==> config.mk <==
export PLATFORM = sky130hd
export DESIGN_NAME = aht_slot_logic
export DESIGN_NICKNAME = d
export VERILOG_FILES = /design/src/sv/aht_pkg.sv /design/src/sv/aht_slot_logic.sv
export SDC_FILE = /design/constraint.sdc
export NUM_CORES = 1
export LEC_CHECK = 0
export BUFFER_PORTS_ARGS = -buffer_cell sky130_fd_sc_hd__buf_4
export CAP_MARGIN = 20
export CORE_AREA = 4 4 171 173
export DETAILED_ROUTE_END_ITERATION = 6
export DIE_AREA = 0 0 175 177
export SLEW_MARGIN = 30
export SYNTH_ARGS = -nofsm -noshare
export SYNTH_HDL_FRONTEND = slang
export SYNTH_SLANG_ARGS = --single-unit
==> constraint.sdc <==
create_clock -name vclk -period 8.4
set_input_delay 1.68 -clock vclk [all_inputs]
set_output_delay 1.68 -clock vclk [all_outputs]
set_load 0.05 [all_outputs]
==> src/sv/aht_pkg.sv <==
`timescale 1ns / 1ps

package aht_pkg;

  localparam int unsigned TimeW  = 48;
  localparam int unsigned DelayW = 32;

  // input mode codes
  typedef enum logic [2:0] {
    MODE_TICK      = 3'd0,
    MODE_RAISE     = 3'd1,
    MODE_RAISE_NOW = 3'd2,
    MODE_CANCEL    = 3'd3,
    MODE_CANCEL_NOW = 3'd4,
    MODE_EMIT      = 3'd5
  } mode_e;

  typedef enum logic [2:0] {
    SLOT_IDLE     = 3'd0,
    SLOT_RISING   = 3'd1,
    SLOT_MAYRISE  = 3'd2,
    SLOT_RAISED   = 3'd3,
    SLOT_DROPPING = 3'd4
  } slot_status_e;

  typedef enum logic [1:0] {
    EV_RAISED    = 2'd0,
    EV_CANCELLED = 2'd1,
    EV_EMITTED   = 2'd2
  } event_e;

  typedef enum logic [1:0] {
    CFG_RISE_DELAY    = 2'd0,
    CFG_MAYRISE_DELAY = 2'd1,
    CFG_DROP_DELAY    = 2'd2
  } cfg_idx_e;

  typedef struct packed {
    logic [DelayW-1:0] rise_delay;
    logic [DelayW-1:0] mayrise_delay;
    logic [DelayW-1:0] drop_delay;
  } cfg_t;

  typedef struct packed {
    slot_status_e     status;
    logic [TimeW-1:0] rise_time;
    logic [TimeW-1:0] visible_time;
    logic [TimeW-1:0] cancel_time;
  } entry_t;

  typedef struct packed {
    logic   vld;
    event_e ev;
  } notify_t;

endpackage

==> src/sv/aht_slot_logic.sv <==
`timescale 1ns / 1ps

module aht_slot_logic (
  input  aht_pkg::mode_e          mode_i,
  input  aht_pkg::entry_t         entry_i,
  input  logic [aht_pkg::TimeW-1:0] now_i,
  input  aht_pkg::cfg_t           cfg_i,
  output aht_pkg::entry_t         entry_o,
  output aht_pkg::notify_t        notify_o
);
  import aht_pkg::*;

  slot_status_e      st;
  logic [TimeW-1:0]  cmp_time;
  logic              due;
  logic [TimeW-1:0]  add_a;
  logic [DelayW-1:0] add_b;
  logic [TimeW-1:0]  sum;
  logic              pending;

  assign st      = entry_i.status;
  assign pending = (st == SLOT_RISING) || (st == SLOT_MAYRISE);

  // one shared comparator: scan of a may-rise or dropping slot looks at cancel time
  assign cmp_time = ((mode_i == MODE_TICK) && (st != SLOT_RISING)) ?
                    entry_i.cancel_time : entry_i.visible_time;
  assign due = (cmp_time <= now_i);

  // one shared adder; for a raise add_a is the creation time
  always_comb begin
    if (mode_i == MODE_CANCEL) begin
      add_a = (st == SLOT_RISING) ? now_i : entry_i.rise_time;
      add_b = (st == SLOT_RISING) ? cfg_i.mayrise_delay : cfg_i.drop_delay;
    end else begin
      add_a = pending ? entry_i.rise_time : now_i;
      add_b = cfg_i.rise_delay;
    end
  end

  assign sum = add_a + TimeW'(add_b);

  always_comb begin
    entry_o  = entry_i;
    notify_o = '{vld: 1'b0, ev: EV_RAISED};
    unique case (mode_i)
      MODE_RAISE, MODE_RAISE_NOW: begin
        priority if (st == SLOT_RAISED) begin
          entry_o = entry_i;
        end else if (st == SLOT_DROPPING) begin
          entry_o.status = SLOT_RAISED;
        end else begin
          entry_o.rise_time = add_a;
          if (mode_i == MODE_RAISE_NOW) begin
            entry_o.status = SLOT_RAISED;
            notify_o       = '{vld: 1'b1, ev: EV_RAISED};
          end else if (st == SLOT_RISING) begin
            entry_o.status = SLOT_RISING;
          end else if ((st == SLOT_MAYRISE) && due) begin
            entry_o.status = SLOT_RAISED;
            notify_o       = '{vld: 1'b1, ev: EV_RAISED};
          end else begin
            entry_o.visible_time = sum;
            entry_o.status       = SLOT_RISING;
          end
        end
      end
      MODE_CANCEL: begin
        if (st == SLOT_RISING) begin
          entry_o.status      = SLOT_MAYRISE;
          entry_o.cancel_time = sum;
        end else if (st == SLOT_RAISED) begin
          entry_o.status      = SLOT_DROPPING;
          entry_o.cancel_time = sum;
        end
      end
      MODE_CANCEL_NOW: begin
        if (pending) begin
          entry_o.status = SLOT_IDLE;
        end else if ((st == SLOT_RAISED) || (st == SLOT_DROPPING)) begin
          entry_o.status = SLOT_IDLE;
          notify_o       = '{vld: 1'b1, ev: EV_CANCELLED};
        end
      end
      MODE_EMIT: begin
        notify_o = '{vld: 1'b1, ev: EV_EMITTED};
      end
      MODE_TICK: begin
        if (due) begin
          if (st == SLOT_RISING) begin
            entry_o.status = SLOT_RAISED;
            notify_o       = '{vld: 1'b1, ev: EV_RAISED};
          end else if (st == SLOT_MAYRISE) begin
            entry_o.status = SLOT_IDLE;
          end else if (st == SLOT_DROPPING) begin
            entry_o.status = SLOT_IDLE;
            notify_o       = '{vld: 1'b1, ev: EV_CANCELLED};
          end
        end
      end
      default: begin
        entry_o = entry_i;
      end
    endcase
  end

endmodule

After elaboration in Yosys (flattened, before gate mapping)
Index checks and enable logic that the tools add are counted.

cells by class
  $add $sub $neg = 1
  multipliers = 0
  div/mod/pow operators = 0
  magnitude comparators = 1
  eq/ne operators = 10
  shift operators = 0
  mux-type cells = 40
  bitwise operators = 0
  reduce and logical (&&, ||, !) cells = 6

operator list
  kind                                            number
  2-to-1 mux 48 bit                               10
  2-to-1 mux 96 bit                               2
  2-to-1 mux 99 bit                               1
  2-to-1 mux 3 bit                                22
  2-to-1 mux 32 bit                               2
  adder 48 x 32 -> 48 bit                         1
  less-or-equal comparator 48 bit                 1
  one-hot mux 3 bit (4 select lines)              2
  == test 3 x 2 -> 1 bit (second input constant)  4
  == test 3 bit (second input constant)           3
  == test 3 x 1 -> 1 bit (second input constant)  2
  logical NOT 3 bit                               1
  != test 3 x 1 -> 1 bit (second input constant)  1
  logical AND 1 bit                               2
  logical OR 1 bit                                2
  2-to-1 mux 2 bit                                1
  OR reduction 2 bit                              1

word-level totals
  bits in registers = 0
  bits in latches = 0
  memory bits (writable) = 0
  memory bits (read-only) = 0
  bits of input ports = 294
  logic and storage cells = 58
  memories = 0

Depth between registers and ports, before layout
Gate-level depths: netlist of the first run.

  depth after elaboration = 11
  depth in mapped cells = 20
  depth with buffers taken out = 15

Least setup slack after synthesis of the first run
OpenSTA, ideal clock, no wires.

  path kind = input port to output port
  start point = input port entry_i[144] in the netlist's numbering
  end point = output port entry_o[79] in the netlist's numbering
  arrival = 6.437 ns
  slack = 0.283 ns
  stages on the path = 18
  path buffers = 6
  path through = buf_2 or3b_1 buf_6 nand3_1 clkbuf_1 buf_1 mux2_2 ha_1 a21o_1 a21o_1 a21oi_1 o211ai_1 or4_1 o211ai_2 a31o_2 buf_4 buf_4 mux2i_1

RTL lines
  what         RTL line             source
  from (decl)  aht_slot_logic.sv:5  input aht_pkg::entry_t entry_i,
  to (decl)    aht_slot_logic.sv:8  output aht_pkg::entry_t entry_o,

==> results of run 1 <==
## cell usage after synthesis (all sizes together), types with 4 or more instances
library cell  instances
mux2                100
or3                   4
o21ai                94
xor2                 13
nand2               338
o21a                  6
xnor2                29
inv                  75
a211oi                9
nand2b                4
nor2                 77
a31oi                52
nor3                 15
a21o                 27
o211ai               16
buf                  20
or2                   5
a21oi                76
clkbuf               51
a2111oi               4
o22ai                 4
ha                   80
nand3                19
mux2i                19
nor2b                 6
nand4                24
o21bai                7
## worst min-delay path, stage by stage
cell and delay [ns]:
sky130_fd_sc_hd__buf_4 0.08, sky130_fd_sc_hd__nand2_1 0.04, sky130_fd_sc_hd__nand2_1 0.05, sky130_fd_sc_hd__buf_4 0.19
## per-layer routing
metal  vias up  GRT usage (%)
met5         -              0
met4         0           3.50
met3        62           3.61
met2       512           48.1
met1      4944           28.4
li1       5154              -
## stage by stage
| step | cell area (um^2) | util (%) | power, mW | std cells | setup slack (ns) |
|---|---|---|---|---|---|
| after floorplan | 7540 | - | 0.686 | 1231 | 0.283 |
| after global placement | 11300 | 40.8 | 1.09 | 2001 | 0.447 |
| after detailed placement | 11300 | 40.9 | 1.09 | 2002 | 0.417 |
| after CTS | 11300 | 40.9 | 1.10 | 2002 | 0.401 |
| after global routing | 11300 | 40.9 | 1.18 | 2002 | 0.0811 |
| final | 11300 | 40.9 | 1.10 | 2002 | 0.398 |
## cell families (layout without fill, tap and decap cells)
logic type / after synthesis / in the layout / share of synthesized area [%]
mux: 119 / 119 / 17.5
xor+xnor: 42 / 42 / 4.88
buf+inv: 148 / 541 / 7.83
compound gates: 325 / 325 / 26.7
fa+ha+maj: 81 / 81 / 13.5
simple gates: 516 / 516 / 29.6
## how the worst max path moves through the flow
stage                   to  cells after the start
2_1_floorplan  entry_o[79]                     18
5_1_grt        entry_o[79]                     16
3_5_place_dp   entry_o[79]                     16
6_report       entry_o[28]                     16
3_3_place_gp   entry_o[79]                     16
4_1_cts        entry_o[79]                     16
## power breakdown
group	internal, mW	switching (mW)
Clock	0	0
Combinational	0.396	0.700
Sequential	0	0
## cell type report
| type | instances | area [um^2] |
|---|---|---|
| Multi-Input combinational cell | 1083 | 7000 |
| Timing Repair Buffer | 464 | 3540 |
| Fill cell | 3026 | 16300 |
| Tap cell | 378 | 473 |
| Inverter | 77 | 289 |
## cells in the final DEF (no fill, tap or decap), drive strengths merged, types with 16 or more instances in the layout
master,instances
a21oi,76
a31oi,52
a21o,27
nand3,19
o211ai,16
o21ai,94
mux2,100
ha,80
nand2,338
nand4,24
inv,75
mux2i,19
buf,464
nor2,77
xnor2,29
==> run summary, run 1 <==
The run finished with clean final reports. The tools report the via count of the first global-routing pass as 10550. The design has 0 sequential cells. The average instance in the mapped netlist occupies 6.13 um^2.

The run gives 6.32 ns as the data arrival time of the critical path. The routed via count divided by cell count works out to 5.33. The total negative slack is 0 ns, and the detailed-route wire length is 41400 um. I/O pin total: 444.

After synthesis, the cell types taking the most area are sky130_fd_sc_hd__nand2_1, sky130_fd_sc_hd__ha_1, sky130_fd_sc_hd__mux2_2, sky130_fd_sc_hd__o21ai_0, sky130_fd_sc_hd__a21oi_1. The min-delay analysis places its worst path in the category input pin to output pin. For this run the aggregate overflow at the end of global routing stands at 0. The logs give 1606 for the net count after synthesis and 16300 um for the wire length on met1. The total met2 wirelength after detailed routing was 21300 um; the initial core utilization was 27.3%. Data on the critical path is required at its endpoint by 6.72 ns. The die is 175 um wide. The achievable clock frequency is 0.125 GHz, and the number of antenna violations at the first check in global routing is 0.

The congestion estimate from routability-driven global placement came to 0.902. The post-route worst hold slack is 3.72 ns, and the number of unique standard cell types used by synthesis is 74. Origin of the worst min-delay path: entry_i[119]. The synthesized instance count was 1231. Reported max-cap violation count: 0.

Setup repair after global routing left no endpoint under its margin. 0 antenna diodes ended up in the layout. For the first-pass GRT wire length, the log shows 60200 um. For this run, the post-layout net count is 2001. The tools report the area of the die as 31000 um^2.

Summed over all cells, the static leakage comes to 5.86 nW. After detailed routing, the average wire length per cell comes to 20.7 um. The overall via count from detail_route was 10672. STA classifies the critical path endpoint as an output pin. Headroom to the max-slew limit came out at 48.9%. In the global route stage, overall resource usage came out at 24.4%. The critical path goes through buf_4, or3b_2, buf_4, nand2_1, a31oi_1, ha_1, fa_1, a21o_1, a221oi_2, o22ai_1, a31o_2, a21oi_1, o21ai_1, a211o_1, mux2_2, buf_4. For the sequential cell area fraction in the yosys report, the log shows 0%. Setup violations remaining at the end of the flow were counted as 0. The fraction of the cycle the final worst path needs was 95.3%. The share of post-route cells with drive strength above 1 works out to 34.5%. The post-route minimum period was 8.00 ns; the post-CTS setup-driven buffer insertion count was 0. Buffers inserted to repair hold after CTS numbered 0.

Signal routing reaches up to met4. Entering global routing, the biggest net connects 38 pins. The slew at the pin with the worst max-slew slack is 0.764 ns, and the cell area power density is 96.9 nW/um^2.

The portion of synthesized cell area occupied by the leading cell type was 16.8%; the placeable core region was 27600 um^2. The count of endpoints failing hold in the final timing report was 0; the post-synthesis instance area was 7540 um^2. The path with the worst hold slack has its endpoint at entry_o[119]. The number of port buffers works out to 444.

For the violation count after the first detailed-route iteration, the log shows 593. Most prevalent standard cell on the critical path: sky130_fd_sc_hd__buf_4. The number of slew-limit violations in the final report came out at 0. By startpoint and endpoint, the worst setup path is classified as input pin to output pin. The residual DRC count is 0.

The count of warnings emitted by yosys was 0; the area of all sequential standard cells was 0 um^2. Across the VDD grid, the largest voltage drop is 54.5 uV. Gates resized during post-CTS repair numbered 0. The area growth from synthesis to layout is 49.9%, and the cell depth of the worst min-delay path is 4. On the critical path, the stage with the largest delay is an instance of sky130_fd_sc_hd__or3b_2. In the finished layout, the clock tree contains a buffer count of 0. The sum of met3 wire segment lengths after detailed routing was 2920 um. In this run the worst setup path begins at entry_i[146]. After floorplanning, the core was divided into 61 placement rows. The biggest area contributor in the post-synthesis netlist is sky130_fd_sc_hd__nand2_1. The floorplan step set the die height to 177 um. The first-pass iteration count of the detailed router is 5. The HPWL after detailed placement came out at 35700 um.

The count of nets left with antenna violations once routing finished came out at 0. STA classifies the critical path startpoint as an input pin. The delay of the slowest critical-path stage is 0.61 ns. Grouping stages by cell kind, the critical path spends the most delay in compound AO/OA/AOI/OAI gates. Together, buffers and inverters on the worst path number 3. In this run the worst path has a maximum fanout of 32.
Power figures use the tool's default switching activity.
==> run 2, diff against run 1 <==
Settings changed: ABC_AREA from default to 1, CORE_AREA 4 4 171 173 to 4 4 168 170, DIE_AREA 0 0 175 177 to 0 0 172 174.
==> run summary, run 2 <==
Count of hold buffers inserted by post-cts repair: 0 (unchanged). The tools report the worst slew slack as a fraction of its limit as 44.6% (was 48.9%). The count of antenna-violating nets left after detailed routing came out at 0 (unchanged). The largest delay contributor family on the critical path was buffers and inverters (was compound AO/OA/AOI/OAI gates). The vertical die dimension was 174 um (was 177 um).

The floorplan row count came out at 60 (was 61). Sequential cell area fraction in the yosys report: 0% (unchanged). The placed instance count came out at 2596 (was 2002). The most prevalent standard cell on the critical path is sky130_fd_sc_hd__nand2_1 (was sky130_fd_sc_hd__buf_4). For the largest net degree at the start of global routing, the log shows 78 (was 38). For the count of warnings emitted by yosys, the log shows 0 (unchanged). The logs give 1.26 mW (was 1.10 mW) for the total power after layout and 29.0% (was 24.4%) for the aggregate global-route resource usage.

The synthesized instance count came out at 1880 (was 1231). For the residual overflow from global routing, the log shows 0 (unchanged). The number of unique standard cell types used by synthesis came out at 46 (was 74). The fraction of the cycle the final worst path needs was 92.6% (was 95.3%). The sequential power share was 0% (about the same); the fill cell total of the finished layout was 3044 (was 3026). Setup repair after global routing left no endpoint under its margin.

The routed via count divided by cell count was 5.05 (was 5.33). The first-pass iteration count of the detailed router came out at 5 (unchanged). Origin of the worst min-delay path: mode_i[1] (was entry_i[119]). The die extent in x came out at 172 um (was 175 um).

The portion of synthesized cell area occupied by the leading cell type is 27.5% (was 16.8%), and the final setup violation count is 0 (unchanged). The post-route minimum period is 7.78 ns (was 8.00 ns). The I/O pin total was 444 (unchanged); the number of port buffers was 444 (unchanged).

For the number of antenna violations at the first check in global routing, the log shows 2 (was 0). The most frequent standard cell in the layout excluding fill and tap cells was sky130_fd_sc_hd__nand2_1 (was sky130_fd_sc_hd__buf_4). The logs give 0.129 GHz (was 0.125 GHz) for the achievable clock frequency and 49.1 uV (was 54.5 uV) for the largest vdd supply drop. The delay of the slowest critical-path stage was 0.72 ns (was 0.61 ns). The synthesized area per cell was 4.84 um^2 (was 6.13 um^2). The area of the multi-input gates came out at 7640 um^2 (was 7000 um^2).

Main area contributors after synthesis: sky130_fd_sc_hd__nand2_1, sky130_fd_sc_hd__inv_1, sky130_fd_sc_hd__ha_1, sky130_fd_sc_hd__o21ai_0, sky130_fd_sc_hd__a21oi_1 (was sky130_fd_sc_hd__nand2_1, sky130_fd_sc_hd__ha_1, sky130_fd_sc_hd__mux2_2, sky130_fd_sc_hd__o21ai_0, sky130_fd_sc_hd__a21oi_1). Residual DRC count: 0 (unchanged). The run gives 405 uW (was 396 uW) as the cell-internal power. The kind of start point of the critical path is an input pin (unchanged). The run gives 13124 (was 10672) as the overall via count from detail_route.

The most numerous cell in the Yosys netlist is sky130_fd_sc_hd__nand2_1 (unchanged). The post-CTS setup-driven buffer insertion count was 0 (unchanged); the area of the die was 29900 um^2 (was 31000 um^2). The run gives 0 (unchanged) as the count of endpoints failing hold in the final timing report. The cell area power density was 99.2 nW/um^2 (was 96.9 nW/um^2); the number of slew-limit violations in the final report was 0 (unchanged).

The run gives 2255 (was 1606) as the net count after synthesis. The first-pass GRT wire length came out at 69100 um (was 60200 um). The total of clock buffers placed in the layout is 0 (unchanged). Library cell with the largest summed area after synthesis: sky130_fd_sc_hd__nand2_1 (unchanged). The highest fanout seen on the critical path works out to 77 (was 32).

Kind of end point of the critical path: an output pin (unchanged). The least setup slack across all paths after layout was 0.622 ns (was 0.398 ns). The initial core utilization came out at 34.0% (was 27.3%). The share of post-route cells with drive strength above 1 is 24.1% (was 34.5%). The cell at the slowest stage of the critical path was sky130_fd_sc_hd__buf_4 (was sky130_fd_sc_hd__or3b_2). The tools report the reported max-cap violation count as 0 (unchanged). The start point of the critical path was entry_i[146] (unchanged). The count of buffering cells on the critical path with inverters included came out at 5 (was 3). The power share of the combinational group came out at 100.0% (about the same). For the reported leakage power, the log shows 7.53 nW (was 5.86 nW). Average detailed-routed wire length per instance: 18.0 um (was 20.7 um). The logs give 0.686 ns (was 0.417 ns) for the setup slack after placement and 6.72 ns (about the same) for the required time reported for the critical path endpoint. Worst-path cell chain: buf_4, inv_2, nand3_4, buf_4, buf_4, nand2_1, a21oi_1, fa_1, nand2_1, a21oi_1, nand2_1, nand2_1, nand2_1, a21oi_1, nand2_1, nand2_1, nand3_1, nand2_1, nand2_1, o21ai_1, buf_4 (was buf_4, or3b_2, buf_4, nand2_1, a31oi_1, ha_1, fa_1, a21o_1, a221oi_2, o22ai_1, a31o_2, a21oi_1, o21ai_1, a211o_1, mux2_2, buf_4). The clock power share is 0% (about the same), and the switching power total is 850 uW (was 700 uW).

The data arrival time of the critical path is 6.10 ns (was 6.32 ns). The flip-flop and latch count is 0 (unchanged). Commonest non-fill, non-tap cells in the layout: sky130_fd_sc_hd__nand2_1, sky130_fd_sc_hd__buf_4, sky130_fd_sc_hd__inv_1, sky130_fd_sc_hd__o21ai_0, sky130_fd_sc_hd__a21oi_1 (was sky130_fd_sc_hd__buf_4, sky130_fd_sc_hd__nand2_1, sky130_fd_sc_hd__o21ai_0, sky130_fd_sc_hd__ha_1).

The post-route worst hold slack was 3.72 ns (about the same). For the area of all sequential standard cells, the log shows 0 um^2 (unchanged). For the placer congestion estimate, the log shows 0.945 (was 0.902). The flow ran to the end, and the final reports show no timing, DRC or antenna violations.

The post-synthesis instance area came out at 9090 um^2 (was 7540 um^2). The slew at the pin with the worst max-slew slack is 0.831 ns (was 0.764 ns). Category of the most critical setup path: input pin to output pin (unchanged). The run gives 46900 um (was 41400 um) as the detailed-route wire length. Type of the most critical hold path: input pin to output pin (unchanged).

The logs give 917 (was 593) for the violation count after the first detailed-route iteration and 12265 (was 10550) for the via count of the first global-routing pass. The switching power as a share of total power works out to 67.7% (was 63.8%). The area growth from synthesis to layout is 39.2% (was 49.9%). The final-stage net count was 2632 (was 2001). The number of gates resized after cts is 0 (unchanged). The run gives 26700 um^2 (was 27600 um^2) as the placeable core region.

Top post-synthesis cells by count: sky130_fd_sc_hd__nand2_1, sky130_fd_sc_hd__inv_1, sky130_fd_sc_hd__o21ai_0 (was sky130_fd_sc_hd__nand2_1, sky130_fd_sc_hd__o21ai_0, sky130_fd_sc_hd__ha_1). The total negative slack is 0 ns (unchanged). The run gives 39200 um (was 35700 um) as the HPWL after detailed placement. The non-filler instance count after layout was 2597 (was 2002).
==> run 2: through the flow <==
stage	instance area (um^2)	utilization [%]
final	12700	47.4
after CTS	12700	47.4
after global placement	12700	47.4
after floorplan	9090	-
after global routing	12700	47.4
after detailed placement	12700	47.4
==> run 2: final cells by class <==
type / count / area share [%]
Timing Repair Buffer: 460 / 27.6
Inverter: 291 / 8.67
Antenna cell: 1 / 0.0198
Multi-Input combinational cell: 1504 / 60.4
Tap cell: 341 / 3.37
==> run 2: layer usage <==
layer / GRT usage (%) / routed length, um / up-vias
li1: - / - / 6717
met2: 50.3 / 22000 / 519
met4: 8.97 / 1810 / 0
met1: 37.3 / 19700 / 5811
met3: 3.25 / 3400 / 77
met5: 0 / 0 / -
==> run 2: kinds of logic after synthesis <==
logic type	count (synthesis)	synth area share, %
AO/OA/AOI/OAI	419	23.9
XOR/XNOR	33	3.26
adder cells (fa/ha/maj)	81	11.2
buffers and inverters	376	16.4
multiplexers	8	0.977
AND/OR/NAND/NOR	963	44.3
==> run 2: path summary, 6_finish.rpt <==
| path | endpoint | slack [ns] | cells after the start |
|---|---|---|---|
| worst max-delay path | entry_o[88] | 0.62 | 21 |
| worst min-delay path | notify_o[1] | 3.72 | 3 |
==> run 2: tightest hold or removal path: stages <==
cell                     delay (ns)
sky130_fd_sc_hd__buf_4         0.10
sky130_fd_sc_hd__nor3_1        0.07
sky130_fd_sc_hd__buf_4         0.19
==> run 2: power by group through the flow <==
| stage | registers, mW | logic [mW] | clock network (mW) |
|---|---|---|---|
| 3_3_place_gp | 0 | 1.25 | 0 |
| 4_1_cts | 0 | 1.25 | 0 |
| 3_5_place_dp | 0 | 1.25 | 0 |
| 5_1_grt | 0 | 1.36 | 0.0000000159 |
| 2_1_floorplan | 0 | 0.802 | 0 |
| 6_report | 0 | 1.26 | 0.0000000159 |
==> run 3, diff against run 2 <==
Settings changed: PLACE_DENSITY_LB_ADDON from default to 0.2.
==> run summary, run 3 (synthesis gave the netlist of run 2 again) <==
The run gives 49.8 uV (was 49.1 uV) as the largest vdd supply drop. The reported max-cap violation count was 0 (unchanged). The run gives 0 (unchanged) as the number of slew-limit violations in the final report. The flow ran to the end, and the final reports show no timing, DRC or antenna violations. The setup slack after placement is 0.399 ns (was 0.686 ns), and the vertical die dimension is 174 um (unchanged). The tools report the met3 global-route usage as 3.53% (was 3.25%).

The residual overflow from global routing came out at 0 (unchanged). The kind of end point of the critical path was an output pin (unchanged). The data arrival time of the critical path is 6.24 ns (was 6.10 ns), and the reported leakage power is 7.53 nW (about the same). The detailed-route wire length is 45500 um (was 46900 um). The kind of start point of the critical path was an input pin (unchanged). The cell at the slowest stage of the critical path was sky130_fd_sc_hd__buf_6 (was sky130_fd_sc_hd__buf_4).

The I/O pin total is 444 (unchanged). The final setup violation count is 0 (unchanged). The count of buffering cells on the critical path with inverters included works out to 5 (unchanged).

The total negative slack was 0 ns (unchanged). Fraction of the cycle the final worst path needs: 94.3% (was 92.6%). The global routing usage on met1 is 34.8% (was 37.3%). The cell depth of the worst min-delay path is 3 (unchanged), and the count of antenna-violating nets left after detailed routing is 0 (unchanged). The met2 track demand over resource is 50.7% (was 50.3%), and the first-pass iteration count of the detailed router is 6 (was 5). The tools report the via count of the first global-routing pass as 12614 (was 12265).

The placed instance count is 2595 (was 2596). The area growth from synthesis to layout was 39.0% (was 39.2%). The tools report the flip-flop and latch count as 0 (unchanged). The tools report the total power after layout as 1.25 mW (was 1.26 mW). Average detailed-routed wire length per instance: 17.5 um (was 18.0 um). The post-CTS setup-driven buffer insertion count came out at 0 (unchanged). The die extent in x is 172 um (unchanged). Number of port buffers: 444 (unchanged). The count of hold buffers inserted by post-cts repair is 0 (unchanged). The count of endpoints failing hold in the final timing report was 0 (unchanged). The required time reported for the critical path endpoint is 6.72 ns (about the same), and the non-filler instance count after layout is 2596 (was 2597). Category of the most critical setup path: input pin to output pin (unchanged). The achievable clock frequency is 0.126 GHz (was 0.129 GHz).

The most frequent standard cell in the layout excluding fill and tap cells was sky130_fd_sc_hd__nand2_1 (unchanged). The slew at the pin with the worst max-slew slack is 0.930 ns (was 0.831 ns), and the floorplan row count is 60 (unchanged). The highest fanout seen on the critical path works out to 69 (was 77). Worst-path cell chain: buf_4, inv_2, nand3_4, buf_4, buf_6, nand2_1, a21oi_1, ha_1, fa_1, nand2_1, a21oi_1, nand2_1, nand2_1, nand2_1, a21oi_1, nand2_1, nand2_1, nand3_1, nand2_1, nand2_1, o21ai_1, buf_4 (was buf_4, inv_2, nand3_4, buf_4, buf_4, nand2_1, a21oi_1, fa_1, nand2_1, a21oi_1, nand2_1, nand2_1, nand2_1, a21oi_1, nand2_1, nand2_1, nand3_1, nand2_1, nand2_1, o21ai_1, buf_4). The overall via count from detail_route came out at 13363 (was 13124). The cell area power density is 98.6 nW/um^2 (was 99.2 nW/um^2), and the residual DRC count is 0 (unchanged). The tools report the least setup slack across all paths after layout as 0.479 ns (was 0.622 ns). The post-route minimum period is 7.92 ns (was 7.78 ns). The endpoint of the worst hold path is notify_o[1] (unchanged). Final-stage net count: 2631 (was 2632). For the HPWL after detailed placement, the log shows 38100 um (was 39200 um). The number of antenna violations at the first check in global routing came out at 2 (unchanged). The most prevalent standard cell on the critical path is sky130_fd_sc_hd__nand2_1 (unchanged).

Setup repair after global routing left no endpoint under its margin. Routed via count divided by cell count: 5.15 (was 5.05). The largest delay contributor family on the critical path was buffers and inverters (unchanged). The tools report the placeable core region as 26700 um^2 (unchanged).

Area of all sequential standard cells: 0 um^2 (unchanged). Commonest non-fill, non-tap cells in the layout: sky130_fd_sc_hd__nand2_1, sky130_fd_sc_hd__buf_4, sky130_fd_sc_hd__inv_1, sky130_fd_sc_hd__o21ai_0, sky130_fd_sc_hd__a21oi_1 (unchanged). The first-pass GRT wire length is 67900 um (was 69100 um). The number of stages on the worst setup path is 22 (was 21), and the total of clock buffers placed in the layout is 0 (unchanged). The violation count after the first detailed-route iteration was 1004 (was 917); the largest net degree at the start of global routing was 70 (was 78). The end-of-flow core utilization came out at 47.3% (was 47.4%).

Delay of the slowest critical-path stage: 0.50 ns (was 0.72 ns). The logs give 12600 um^2 (was 12700 um^2) for the final standard cell area without fillers and 3.72 ns (about the same) for the post-route worst hold slack. The share of post-route cells with drive strength above 1 works out to 24.1% (about the same).

Most congested layer reported by global routing: met2 (unchanged). The type of the most critical hold path was input pin to output pin (unchanged). The placer congestion estimate was 0.987 (was 0.945); the area of the die was 29900 um^2 (unchanged). The worst slew slack as a fraction of its limit came out at 37.9% (was 44.6%).

Origin of the worst min-delay path: mode_i[1] (unchanged). The aggregate global-route resource usage is 28.2% (was 29.0%). The logs give 12600 um^2 (was 12700 um^2) for the area after detailed placement and 34.0% (unchanged) for the initial core utilization.
run 3: cell types whose count changed in the layout (fill, tap and decap cells not counted):
cell,change
sky130_fd_sc_hd__inv_2,+1
sky130_fd_sc_hd__buf_6,+1
sky130_fd_sc_hd__buf_4,-1
sky130_fd_sc_hd__buf_12,-1
sky130_fd_sc_hd__clkinv_1,-1
run 3: power breakdown:
part	switching, mW	internal [mW]
clock network	0	0.0000000160
logic	0.843	0.404
registers	0	0
total	0.843	0.404
run 3: worst max path at each step:
| stage | startpoint | to | slack (ns) |
|---|---|---|---|
| finish | entry_i[146] | entry_o[88] | 0.48 |
| global route | entry_i[146] | entry_o[40] | 0.18 |
| CTS | entry_i[146] | entry_o[40] | 0.37 |
| detailed placement | entry_i[146] | entry_o[40] | 0.40 |
| global placement | entry_i[146] | entry_o[32] | 0.42 |
| floorplan | mode_i[1] | entry_o[86] | 1.29 |
run 3: worst min-delay path: stages:
cell                     delay (ns)
sky130_fd_sc_hd__buf_4         0.10
sky130_fd_sc_hd__nor3_1        0.07
sky130_fd_sc_hd__buf_4         0.19
run 3: area by class of cell:
class / instances / area [um^2]
fillers: 3019 / 14100
multi-input cells: 1504 / 7640
repair buffers: 459 / 3470
inverters: 291 / 1100
well taps: 341 / 427
diodes: 1 / 2.50
run 3: what timing repair did:
action | CTS | global route
hold endpoints to repair | 0 | 0
resized for setup | 0 | 1
endpoints found under the setup margin | 0 | 3
run 3: metal layers:
metal	vias to the layer above	part of all wire, %	routed length, um
met5	-	0.044	20
met1	6021	41	18500
met2	553	49	22100
met4	2	3.4	1530
met3	84	7.3	3330
li1	6703	-	-
